**config.mk**
```make
export PLATFORM = sky130hd
export DESIGN_NAME = tcp_connection_timer_table_top
export DESIGN_NICKNAME = d
export VERILOG_FILES = /design/src/sv/ctt_pkg.sv /design/src/sv/ctt_cell.sv /design/src/sv/ctt_step.sv /design/src/sv/tcp_connection_timer_table_top.sv
export SDC_FILE = /design/constraint.sdc
export NUM_CORES = 2
export LEC_CHECK = 0
export BUFFER_PORTS_ARGS = -buffer_cell sky130_fd_sc_hd__buf_2
export CAP_MARGIN = 0
export CORE_MARGIN = 2
export CORE_UTILIZATION = 60
export CTS_CLUSTER_DIAMETER = 200
export CTS_CLUSTER_SIZE = 20
export DETAILED_ROUTE_END_ITERATION = 6
export PLACE_DENSITY = 0.77
export SETUP_SLACK_MARGIN = 0.05
export SLEW_MARGIN = 40
export SYNTH_ARGS = -nofsm -noshare
export SYNTH_HDL_FRONTEND = slang
export SYNTH_SLANG_ARGS = --single-unit
```
**constraint.sdc**
```tcl
create_clock -name clk -period 15.4 [get_ports clk]
set_input_delay 3.08 -clock clk [delete_from_list [all_inputs] [get_ports clk]]
set_output_delay 3.08 -clock clk [all_outputs]
set_load 0.02 [all_outputs]
```
**src/sv/ctt_pkg.sv**
```systemverilog
package ctt_pkg;

  // Table geometry
  localparam int SLOTS  = 16;
  localparam int SLOT_W = (SLOTS > 1) ? $clog2(SLOTS) : 1;

  // Field widths fixed by the interface
  localparam int SLOT_FW  = 4;
  localparam int TIMER_W  = 32;
  localparam int WIN_W    = 32;
  localparam int THR_W    = 31;
  localparam int RETRY_W  = 4;
  localparam int IVL_W    = 20;
  localparam int LOAD_W   = 31;
  localparam int SEG_W    = 16;
  localparam int CFG_IDX_W  = 3;
  localparam int CFG_DATA_W = 31;

  // Register reset values
  localparam logic [IVL_W-1:0]   SCAN_INTERVAL_RST    = IVL_W'(100000);
  localparam logic [LOAD_W-1:0]  TIMEWAIT_TIMEOUT_RST = LOAD_W'(2000000);
  localparam logic [LOAD_W-1:0]  RETRANS_INITIAL_RST  = LOAD_W'(200000);
  localparam logic [RETRY_W-1:0] RETRY_LIMIT_RST      = RETRY_W'(3);
  localparam logic [SEG_W-1:0]   SEGMENT_SIZE_RST     = SEG_W'(1000);

  // Input action codes
  typedef enum logic [2:0] {
    ACT_TICK      = 3'd0,
    ACT_ARM_TW    = 3'd1,
    ACT_ARM_RT    = 3'd2,
    ACT_DISARM_RT = 3'd3,
    ACT_LOAD_WIN  = 3'd4
  } action_e;

  // Result event codes
  typedef enum logic [2:0] {
    EV_IDLE    = 3'd0,
    EV_TWCLOSE = 3'd1,
    EV_RETX    = 3'd2,
    EV_GAVEUP  = 3'd3,
    EV_CUT     = 3'd4
  } ev_kind_e;

  // Configuration register indexes
  typedef enum logic [CFG_IDX_W-1:0] {
    REG_SCAN_INTERVAL    = 3'd0,
    REG_TIMEWAIT_TIMEOUT = 3'd1,
    REG_RETRANS_INITIAL  = 3'd2,
    REG_RETRY_LIMIT      = 3'd3,
    REG_SEGMENT_SIZE     = 3'd4
  } cfg_reg_e;

  // Scan controller states
  typedef enum logic [1:0] {
    ST_IDLE,
    ST_SCAN,
    ST_FLUSH
  } state_e;

  typedef struct packed {
    logic [2:0]         action;
    logic [SLOT_FW-1:0] slot;
    logic [WIN_W-1:0]   window_value;
    logic               data_pending;
    logic               head_is_new;
  } in_t;

  typedef struct packed {
    logic [SLOT_FW-1:0] event_slot;
    ev_kind_e           event_kind;
    logic [RETRY_W-1:0] retry_number;
    logic [WIN_W-1:0]   new_window;
    logic [THR_W-1:0]   new_threshold;
    logic               last;
  } out_t;

  // Live configuration
  typedef struct packed {
    logic [IVL_W-1:0]   scan_interval;
    logic [LOAD_W-1:0]  timewait_timeout;
    logic [LOAD_W-1:0]  retrans_initial;
    logic [RETRY_W-1:0] retry_limit;
    logic [SEG_W-1:0]   segment_size;
  } cfg_t;

  // Per-connection state held in one cell
  typedef struct packed {
    logic               tw_armed;
    logic [TIMER_W-1:0] tw_left;
    logic               rt_armed;
    logic [TIMER_W-1:0] rt_left;
    logic [RETRY_W-1:0] retry;
    logic               pending;
    logic [WIN_W-1:0]   window;
    logic [THR_W-1:0]   thresh;
  } slot_state_t;

  // Action applied to one selected cell
  typedef struct packed {
    logic              arm_tw;
    logic              arm_rt;
    logic              disarm_rt;
    logic              load_win;
    logic [WIN_W-1:0]  window;
    logic              pending;
    logic              head_new;
    logic [LOAD_W-1:0] tw_load;
    logic [LOAD_W-1:0] rt_load;
  } cell_cmd_t;

endpackage

```
**src/sv/ctt_cell.sv**
```systemverilog
module ctt_cell (
  input  logic                clk,
  input  logic                rst,
  input  logic                shift_en,
  input  ctt_pkg::slot_state_t shift_in,
  input  logic                sel,
  input  ctt_pkg::cell_cmd_t  cmd,
  output ctt_pkg::slot_state_t state_q
);
  import ctt_pkg::*;

  slot_state_t state_next;

  // Shift from the neighbor during a scan, otherwise apply a selected action
  always_comb begin
    state_next = state_q;
    if (shift_en) begin
      state_next = shift_in;
    end else if (sel) begin
      if (cmd.arm_tw) begin
        state_next.tw_armed = 1'b1;
        state_next.tw_left  = TIMER_W'(cmd.tw_load);
      end
      if (cmd.arm_rt) begin
        state_next.rt_armed = 1'b1;
        state_next.rt_left  = TIMER_W'(cmd.rt_load);
      end
      if (cmd.disarm_rt) begin
        state_next.rt_armed = 1'b0;
      end
      if (cmd.load_win) begin
        state_next.window  = cmd.window;
        state_next.pending = cmd.pending;
        if (cmd.head_new) begin
          state_next.retry = '0;
        end
      end
    end
  end

  always_ff @(posedge clk) begin
    if (rst) begin
      state_q <= '0;
    end else begin
      state_q <= state_next;
    end
  end

endmodule

```
**src/sv/ctt_step.sv**
```systemverilog
module ctt_step (
  input  ctt_pkg::cfg_t        cfg,
  input  ctt_pkg::slot_state_t cur,
  input  logic [ctt_pkg::SLOT_FW-1:0] slot_id,
  output ctt_pkg::slot_state_t nxt,
  output logic                 ev_valid,
  output ctt_pkg::out_t        ev
);
  import ctt_pkg::*;

  localparam int BO_W = LOAD_W + (1 << RETRY_W);

  logic [TIMER_W-1:0] ivl;
  logic [TIMER_W-1:0] tw_dec;
  logic [TIMER_W-1:0] rt_dec;
  logic               tw_fire;
  logic               rt_fire;
  logic [RETRY_W-1:0] retry_inc;
  logic [BO_W-1:0]    bo_wide;
  logic [TIMER_W-1:0] bo_val;

  assign ivl = TIMER_W'(cfg.scan_interval);

  // Saturating countdown of both timers
  assign tw_dec  = (cur.tw_left > ivl) ? (cur.tw_left - ivl) : '0;
  assign rt_dec  = (cur.rt_left > ivl) ? (cur.rt_left - ivl) : '0;
  assign tw_fire = cur.tw_armed && (tw_dec == '0);
  assign rt_fire = cur.rt_armed && (rt_dec == '0);

  // Exponential backoff, saturating at all ones
  assign retry_inc = cur.retry + RETRY_W'(1);
  assign bo_wide   = BO_W'(cfg.retrans_initial) << retry_inc;
  assign bo_val    = (|bo_wide[BO_W-1:TIMER_W]) ? '1 : bo_wide[TIMER_W-1:0];

  always_comb begin
    nxt = cur;
    if (cur.tw_armed) begin
      nxt.tw_left = tw_dec;
    end
    if (cur.rt_armed) begin
      nxt.rt_left = rt_dec;
    end
    ev_valid          = tw_fire || rt_fire;
    ev                = '0;
    ev.event_slot     = slot_id;
    ev.event_kind     = EV_IDLE;
    if (tw_fire) begin
      // Time-wait wins over a simultaneous retransmit expiry
      nxt.tw_armed  = 1'b0;
      nxt.rt_armed  = 1'b0;
      nxt.retry     = '0;
      ev.event_kind = EV_TWCLOSE;
    end else if (rt_fire) begin
      nxt.thresh = cur.window[WIN_W-1:1];
      nxt.window = WIN_W'(cfg.segment_size);
      if (!cur.pending) begin
        ev.event_kind = EV_CUT;
      end else if (cur.retry >= cfg.retry_limit) begin
        nxt.rt_armed  = 1'b0;
        ev.event_kind = EV_GAVEUP;
      end else begin
        nxt.retry     = retry_inc;
        nxt.rt_left   = bo_val;
        ev.event_kind = EV_RETX;
      end
      ev.retry_number  = nxt.retry;
      ev.new_window    = nxt.window;
      ev.new_threshold = nxt.thresh;
    end
  end

endmodule

```
**src/sv/tcp_connection_timer_table_top.sv**
```systemverilog
// Non-tick actions are applied to the selected cell and produce no result.
// A tick rotates the cell ring once through the update unit, then hands over
// the final result with last set; earlier results of the tick pass through the
// one-deep hold to the output register, and a full output stalls the scan.
// A new input is taken only once the previous tick has handed over its final result.
// Synchronous reset loads the register defaults and clears all slot state.
module tcp_connection_timer_table_top (
  input  logic                     clk,
  input  logic                     rst,
  input  logic                     in_valid,
  output logic                     in_ready,
  input  ctt_pkg::in_t             in_data,
  output logic                     out_valid,
  input  logic                     out_ready,
  output ctt_pkg::out_t            out_data,
  input  logic                     cfg_write,
  input  logic [ctt_pkg::CFG_IDX_W-1:0]  cfg_index,
  input  logic [ctt_pkg::CFG_DATA_W-1:0] cfg_data
);
  import ctt_pkg::*;

  cfg_t        cfg;
  state_e      state;
  state_e      state_next;
  logic [SLOT_W-1:0] cnt;
  logic        in_xfer;
  logic        act_xfer;
  logic        out_free;
  logic        step_go;
  logic        load_out;
  out_t        out_next;
  logic        hold_valid;
  out_t        hold_data;
  cell_cmd_t   cmd;
  slot_state_t ring [SLOTS];
  slot_state_t step_nxt;
  logic        ev_valid;
  out_t        ev;

  // Configuration registers
  always_ff @(posedge clk) begin
    if (rst) begin
      cfg.scan_interval    <= SCAN_INTERVAL_RST;
      cfg.timewait_timeout <= TIMEWAIT_TIMEOUT_RST;
      cfg.retrans_initial  <= RETRANS_INITIAL_RST;
      cfg.retry_limit      <= RETRY_LIMIT_RST;
      cfg.segment_size     <= SEGMENT_SIZE_RST;
    end else if (cfg_write) begin
      unique case (cfg_index)
        REG_SCAN_INTERVAL:    cfg.scan_interval    <= cfg_data[IVL_W-1:0];
        REG_TIMEWAIT_TIMEOUT: cfg.timewait_timeout <= cfg_data[LOAD_W-1:0];
        REG_RETRANS_INITIAL:  cfg.retrans_initial  <= cfg_data[LOAD_W-1:0];
        REG_RETRY_LIMIT:      cfg.retry_limit      <= cfg_data[RETRY_W-1:0];
        REG_SEGMENT_SIZE:     cfg.segment_size     <= cfg_data[SEG_W-1:0];
        default: ;
      endcase
    end
  end

  assign in_ready = (state == ST_IDLE);
  assign in_xfer  = in_valid && in_ready;
  assign act_xfer = in_xfer && (in_data.action != ACT_TICK);
  assign out_free = !out_valid || out_ready;

  // Decode a non-tick action for the selected cell
  always_comb begin
    cmd           = '0;
    cmd.window    = in_data.window_value;
    cmd.pending   = in_data.data_pending;
    cmd.head_new  = in_data.head_is_new;
    cmd.tw_load   = cfg.timewait_timeout;
    cmd.rt_load   = cfg.retrans_initial;
    case (in_data.action)
      ACT_ARM_TW:    cmd.arm_tw    = 1'b1;
      ACT_ARM_RT:    cmd.arm_rt    = 1'b1;
      ACT_DISARM_RT: cmd.disarm_rt = 1'b1;
      ACT_LOAD_WIN:  cmd.load_win  = 1'b1;
      default: ;
    endcase
  end

  // Ring of cells; slot 0 sits at the head and feeds the update unit
  for (genvar i = 0; i < SLOTS; i++) begin : g_cell
    slot_state_t shift_in;
    if (i == SLOTS - 1) begin : g_tail
      assign shift_in = step_nxt;
    end else begin : g_body
      assign shift_in = ring[i+1];
    end
    ctt_cell u_cell (
      .clk      (clk),
      .rst      (rst),
      .shift_en (step_go),
      .shift_in (shift_in),
      .sel      (act_xfer && (int'(in_data.slot) == i)),
      .cmd      (cmd),
      .state_q  (ring[i])
    );
  end

  ctt_step u_step (
    .cfg      (cfg),
    .cur      (ring[0]),
    .slot_id  (SLOT_FW'(cnt)),
    .nxt      (step_nxt),
    .ev_valid (ev_valid),
    .ev       (ev)
  );

  // Scan controller: a slot advances unless its event finds both buffers full
  always_comb begin
    state_next = state;
    step_go    = 1'b0;
    load_out   = 1'b0;
    out_next   = hold_data;
    unique case (state)
      ST_IDLE: begin
        if (in_xfer && (in_data.action == ACT_TICK)) begin
          state_next = ST_SCAN;
        end
      end
      ST_SCAN: begin
        step_go  = !ev_valid || !hold_valid || out_free;
        load_out = step_go && ev_valid && hold_valid;
        if (step_go && (cnt == SLOT_W'(SLOTS - 1))) begin
          state_next = ST_FLUSH;
        end
      end
      ST_FLUSH: begin
        load_out = out_free;
        if (!hold_valid) begin
          out_next            = '0;
          out_next.event_kind = EV_IDLE;
        end
        out_next.last = 1'b1;
        if (out_free) begin
          state_next = ST_IDLE;
        end
      end
      default: state_next = ST_IDLE;
    endcase
  end

  always_ff @(posedge clk) begin
    if (rst) begin
      state <= ST_IDLE;
      cnt   <= '0;
    end else begin
      state <= state_next;
      if (step_go) begin
        cnt <= (cnt == SLOT_W'(SLOTS - 1)) ? '0 : cnt + SLOT_W'(1);
      end
    end
  end

  // One-deep hold so the final result of a tick can carry last
  always_ff @(posedge clk) begin
    if (rst) begin
      hold_valid <= 1'b0;
    end else if (step_go && ev_valid) begin
      hold_valid <= 1'b1;
    end else if (state == ST_FLUSH && out_free) begin
      hold_valid <= 1'b0;
    end
  end

  always_ff @(posedge clk) begin
    if (step_go && ev_valid) begin
      hold_data <= ev;
    end
  end

  // Output register
  always_ff @(posedge clk) begin
    if (rst) begin
      out_valid <= 1'b0;
    end else if (load_out) begin
      out_valid <= 1'b1;
    end else if (out_ready) begin
      out_valid <= 1'b0;
    end
  end

  always_ff @(posedge clk) begin
    if (load_out) begin
      out_data <= out_next;
    end
  end

  // Checks
  a_idle_is_last: assert property (@(posedge clk) disable iff (rst)
    (out_valid && out_data.event_kind == EV_IDLE) |-> out_data.last)
    else $error("idle result without last");

  a_hold_in_tick: assert property (@(posedge clk) disable iff (rst)
    hold_valid |-> (state != ST_IDLE))
    else $error("held result outside a tick");

  a_ring_aligned: assert property (@(posedge clk) disable iff (rst)
    (state == ST_IDLE) |-> (cnt == '0))
    else $error("cell ring not realigned after tick");

  a_no_overrun: assert property (@(posedge clk) disable iff (rst)
    (out_valid && !out_ready) |=> ($stable(out_data) && out_valid))
    else $error("output overwritten while stalled");

endmodule
```
==> metrics.md <==
| Metric | Value |
|---|---|
| Reg-to-Reg End | g_cell[11].u_cell.state_q[57] |
| Non-filler instance count after layout | around 11000 |
| Cell Chain, Critical Path | inv_1 -> ha_1 -> nand2b_1 -> a21oi_1 -> nor2_1 -> nor3_1 -> o2111ai_1 -> nor4b_1 -> nand4_1 -> o41ai_2 -> buf_4 -> o21a_4 -> buf_12 -> buf_12 -> buf_16 -> buf_4 -> nor3_1 -> a211oi_1 |
| PwrDens | approximately 130 nW/µm² |
| Post-Syn Instances | about 9700 |
| R2R setup slack | 7.91 ns |
| Worst-path clk slew | about 0.090 ns |
| Outcome | completed |
| Combinational fraction of design power | 25.7% |
| Synth Register Bits | between 1500 and 2000 |
| Final period utilization | ~49% |
| CP required | roughly 16 ns |
| # DRC | 0 |
| Leakage | 35.2 nW |
| Mapped Area | approximately 90000 µm² |
| Final net count | roughly 9100 |
| Post-DP HPWL | ~160000 µm |
| DP Area | around 90000 µm² |
| Max_cap viols | 0 |
| Hold Crit Depth | 2 |
| Placed cells | approximately 11000 |
| Max Freq | about 130 MHz |
| Delay-heaviest family, CP | buffers and inverters |
| Power Internal | a little over 8 mW |
| Syn. warnings | 0 |
| CTS tree | built |
| H-tree levels | 3 |
| R2r worst-path depth | 18 |
| Final Max Tran Viols | 0 |
| Die width | around 390 µm |
| Sink Count | ~1900 |
| Via count of the first global-routing pass | approximately 70000 |
| GP Congestion | between 0.9 and 1 |
| Clock share of power | a little under a quarter |
| CP peak stage delay | ~0.7 ns |
| Detail Route met3 WL | between 15000 and 20000 µm |
| Final Setup Violations | 0 |
| Register area share after synthesis | between 40% and 50% |
| Power share of the sequential group | between 50% and 60% |
| Post-Route Setup TNS | 0 ns |
| CP max stage cell | buf_4 |
| Worst R2R Start | cfg[83] |
| Most frequent cells in the layout | 1737 x dfxtp_1, 1564 x mux2i_1, 1521 x a211oi_1, 1485 x nor3_1, 470 x nand2_1 |
| First-pass GRT wire length | 413000 µm |
| P&R area growth vs syn | 3.53% |
| Worst-Skew Late Latency | between 0.7 and 0.8 ns |
| Core area | 149000 µm² |
| Initial drt markers | between 7000 and 8000 |
| Crit. Startpoint | cfg[83] |
| Initial antenna violation count | 28 |
| Peak supply drop | 0.116 mV |
| Slew @ Worst Pin | between 0.9 and 1 ns |
| Via/cell ratio | roughly 6.8 |
| All-layer global routing usage | 33.4% |
| ANT nets after route | 0 |
| Startpoint Class | flip-flop |
| Final Critical Period | between 7 and 8 ns |
| I/O pin total | around 160 |
| Power Total | about 12 mW |
| Final Hold Viols | 0 |
| Layout cells sized above 1 | under 10% |
| EDFF count, synth | 117 |
| Clk buf depth | 3 |
| Final WL | approximately 260000 µm |
| Die Ht | 391 µm |
| Fin util | between 60% and 70% |
| Predominant post-synthesis flop cell | dfxtp_1 |
| Min-delay src | g_cell[4].u_cell.state_q[67] |
| Num rows | around 140 |
| Most common cell after layout, fill and taps aside | dfxtp_1 |
| Die ar. | ~150000 µm² |
| FFs w/ async S/R, synth | 0% |
| Hold crit path type | reg2reg |
| Number of CTS-inserted buffers | a little over 100 |
| Worst hold endpoint | g_cell[3].u_cell.state_q[67] |
| Hold buffer count at cts | 0 |
| Routed length on met2 | approximately 120000 µm |
| Final instance area | 93000 µm² |
| Worst setup EP type | flip-flop |
| Pin count of the biggest net entering global routing | about 220 |
| Worst path depth | 18 |
| Rel. slew slack | around 34% |
| Clock root cell | clkbuf_16 |
| Avg Inst Size Synth | a little over 9 µm² |
| Library cells used by synthesis | a little under 90 |
| Crit path DAT | 8.18 ns |
| Routed len/inst | ~24 µm |
| Sw Ratio | approximately a third |
| CP Class | reg2reg |
| Drt pass-1 iters | 6 |
| Post-CTS sizing | 0 |
| I/O Buffers | 139 |
| GRT overflow | 0 |
| Postcts setup bufs | 0 |
| Initial Util | about 60% |
| Vias | 73968 |
| Psw | just under 4 mW |
| Worst Skew | ~0.063 ns |
| Crit Path Max Fanout | approximately 150 |
| Top sig layer | met5 |
| Buffers & Inverters on Critical Path | 6 |
| Metal1 wirelength | 117000 µm |
| RSZ-0062 raised after global routing | false |
Yosys cell counts, types with 19 or more instances:
cell | n | area share, %
a221oi_1 | 56 | 0.55
mux2i_1 | 1564 | 17
nand4_1 | 54 | 0.38
o211ai_1 | 29 | 0.24
nor3_1 | 1486 | 8.3
edfxtp_1 | 117 | 3.9
a221oi_2 | 21 | 0.35
a211oi_1 | 1521 | 13
nor2_1 | 174 | 0.73
a21oi_1 | 226 | 1.3
nor2b_1 | 88 | 0.61
and2_1 | 120 | 0.84
nand2b_1 | 19 | 0.13
xnor2_1 | 26 | 0.25
inv_1 | 67 | 0.28
dfxtp_1 | 1742 | 39
nor4_1 | 25 | 0.17
clkbuf_1 | 841 | 3.5
o21ai_0 | 120 | 0.67
mux2_2 | 22 | 0.28
buf_2 | 241 | 1.3
ha_1 | 49 | 0.68
nand2_1 | 494 | 2.1
and3_1 | 52 | 0.36
nand3_1 | 131 | 0.73
buf_4 | 28 | 0.23
buf_1 | 73 | 0.30
o31ai_1 | 33 | 0.28
area by class of cell:
| type | count | area, µm² |
|---|---|---|
| sequential | 1859 | 38400 |
| antenna | 10 | 25.0 |
| inverter | 69 | 274 |
| clock buffer | 118 | 2610 |
| clock inverter | 7 | 179 |
| multi-input combinational | 6587 | 46600 |
| fill | 12505 | 56200 |
| tap | 1944 | 2430 |
| timing repair buffer | 301 | 2480 |
worst max-delay path by stage:
stage	to
global route	g_cell[9].u_cell.state_q[61]
global placement	g_cell[14].u_cell.state_q[55]
detailed placement	g_cell[8].u_cell.state_q[57]
CTS	g_cell[8].u_cell.state_q[57]
finish	g_cell[11].u_cell.state_q[57]
floorplan	out_data[0]
kinds of logic after synthesis:
family / share of synthesized area (%)
other: 0.00417
AND/OR/NAND/NOR: 15.0
adder cells (fa/ha/maj): 0.727
AO/OA/AOI/OAI: 17.5
buffers and inverters: 5.86
XOR/XNOR: 0.361
multiplexers: 17.8
flip-flops: 42.7
flip-flops by register name, summed over array words and instances (netlist names):
name and flops:
cnt 4, g_cell.u_cell.state_q 1632, state 2, out_valid 1
hold_valid 1, out_data 59, cfg 102, hold_data 58
metrics by stage:
step                      setup slack [ns]  hold WS [ns]
after global routing                  7.78         0.465
final                                 7.91         0.453
after detailed placement              7.83         0.448
after global placement                7.43         0.448
after CTS                             7.81         0.457
after floorplan                       7.01         0.432
tightest hold or removal path: stages, from the launching register on:
cell and delay [ns]:
dfxtp_1 0.32, nand2_1 0.05, mux2i_1 0.05
per-layer routing:
layer  GRT usage (%)  up-vias
met4            12.3       32
met3            5.53      492
li1                -    34561
met1            46.8    36307
met2            51.6     2576
met5               0        -
power groups by stage:
stage | registers, mW | clock network (mW) | logic [mW]
after CTS | 6.06 | 2.88 | 3.04
after global routing | 6.15 | 3.04 | 3.39
final | 6.07 | 2.84 | 3.09
after global placement | 6.13 | 0 | 2.94
after floorplan | 5.98 | 0 | 2.40
after detailed placement | 6.16 | 0 | 3.02
Power figures use the tool's default switching activity.
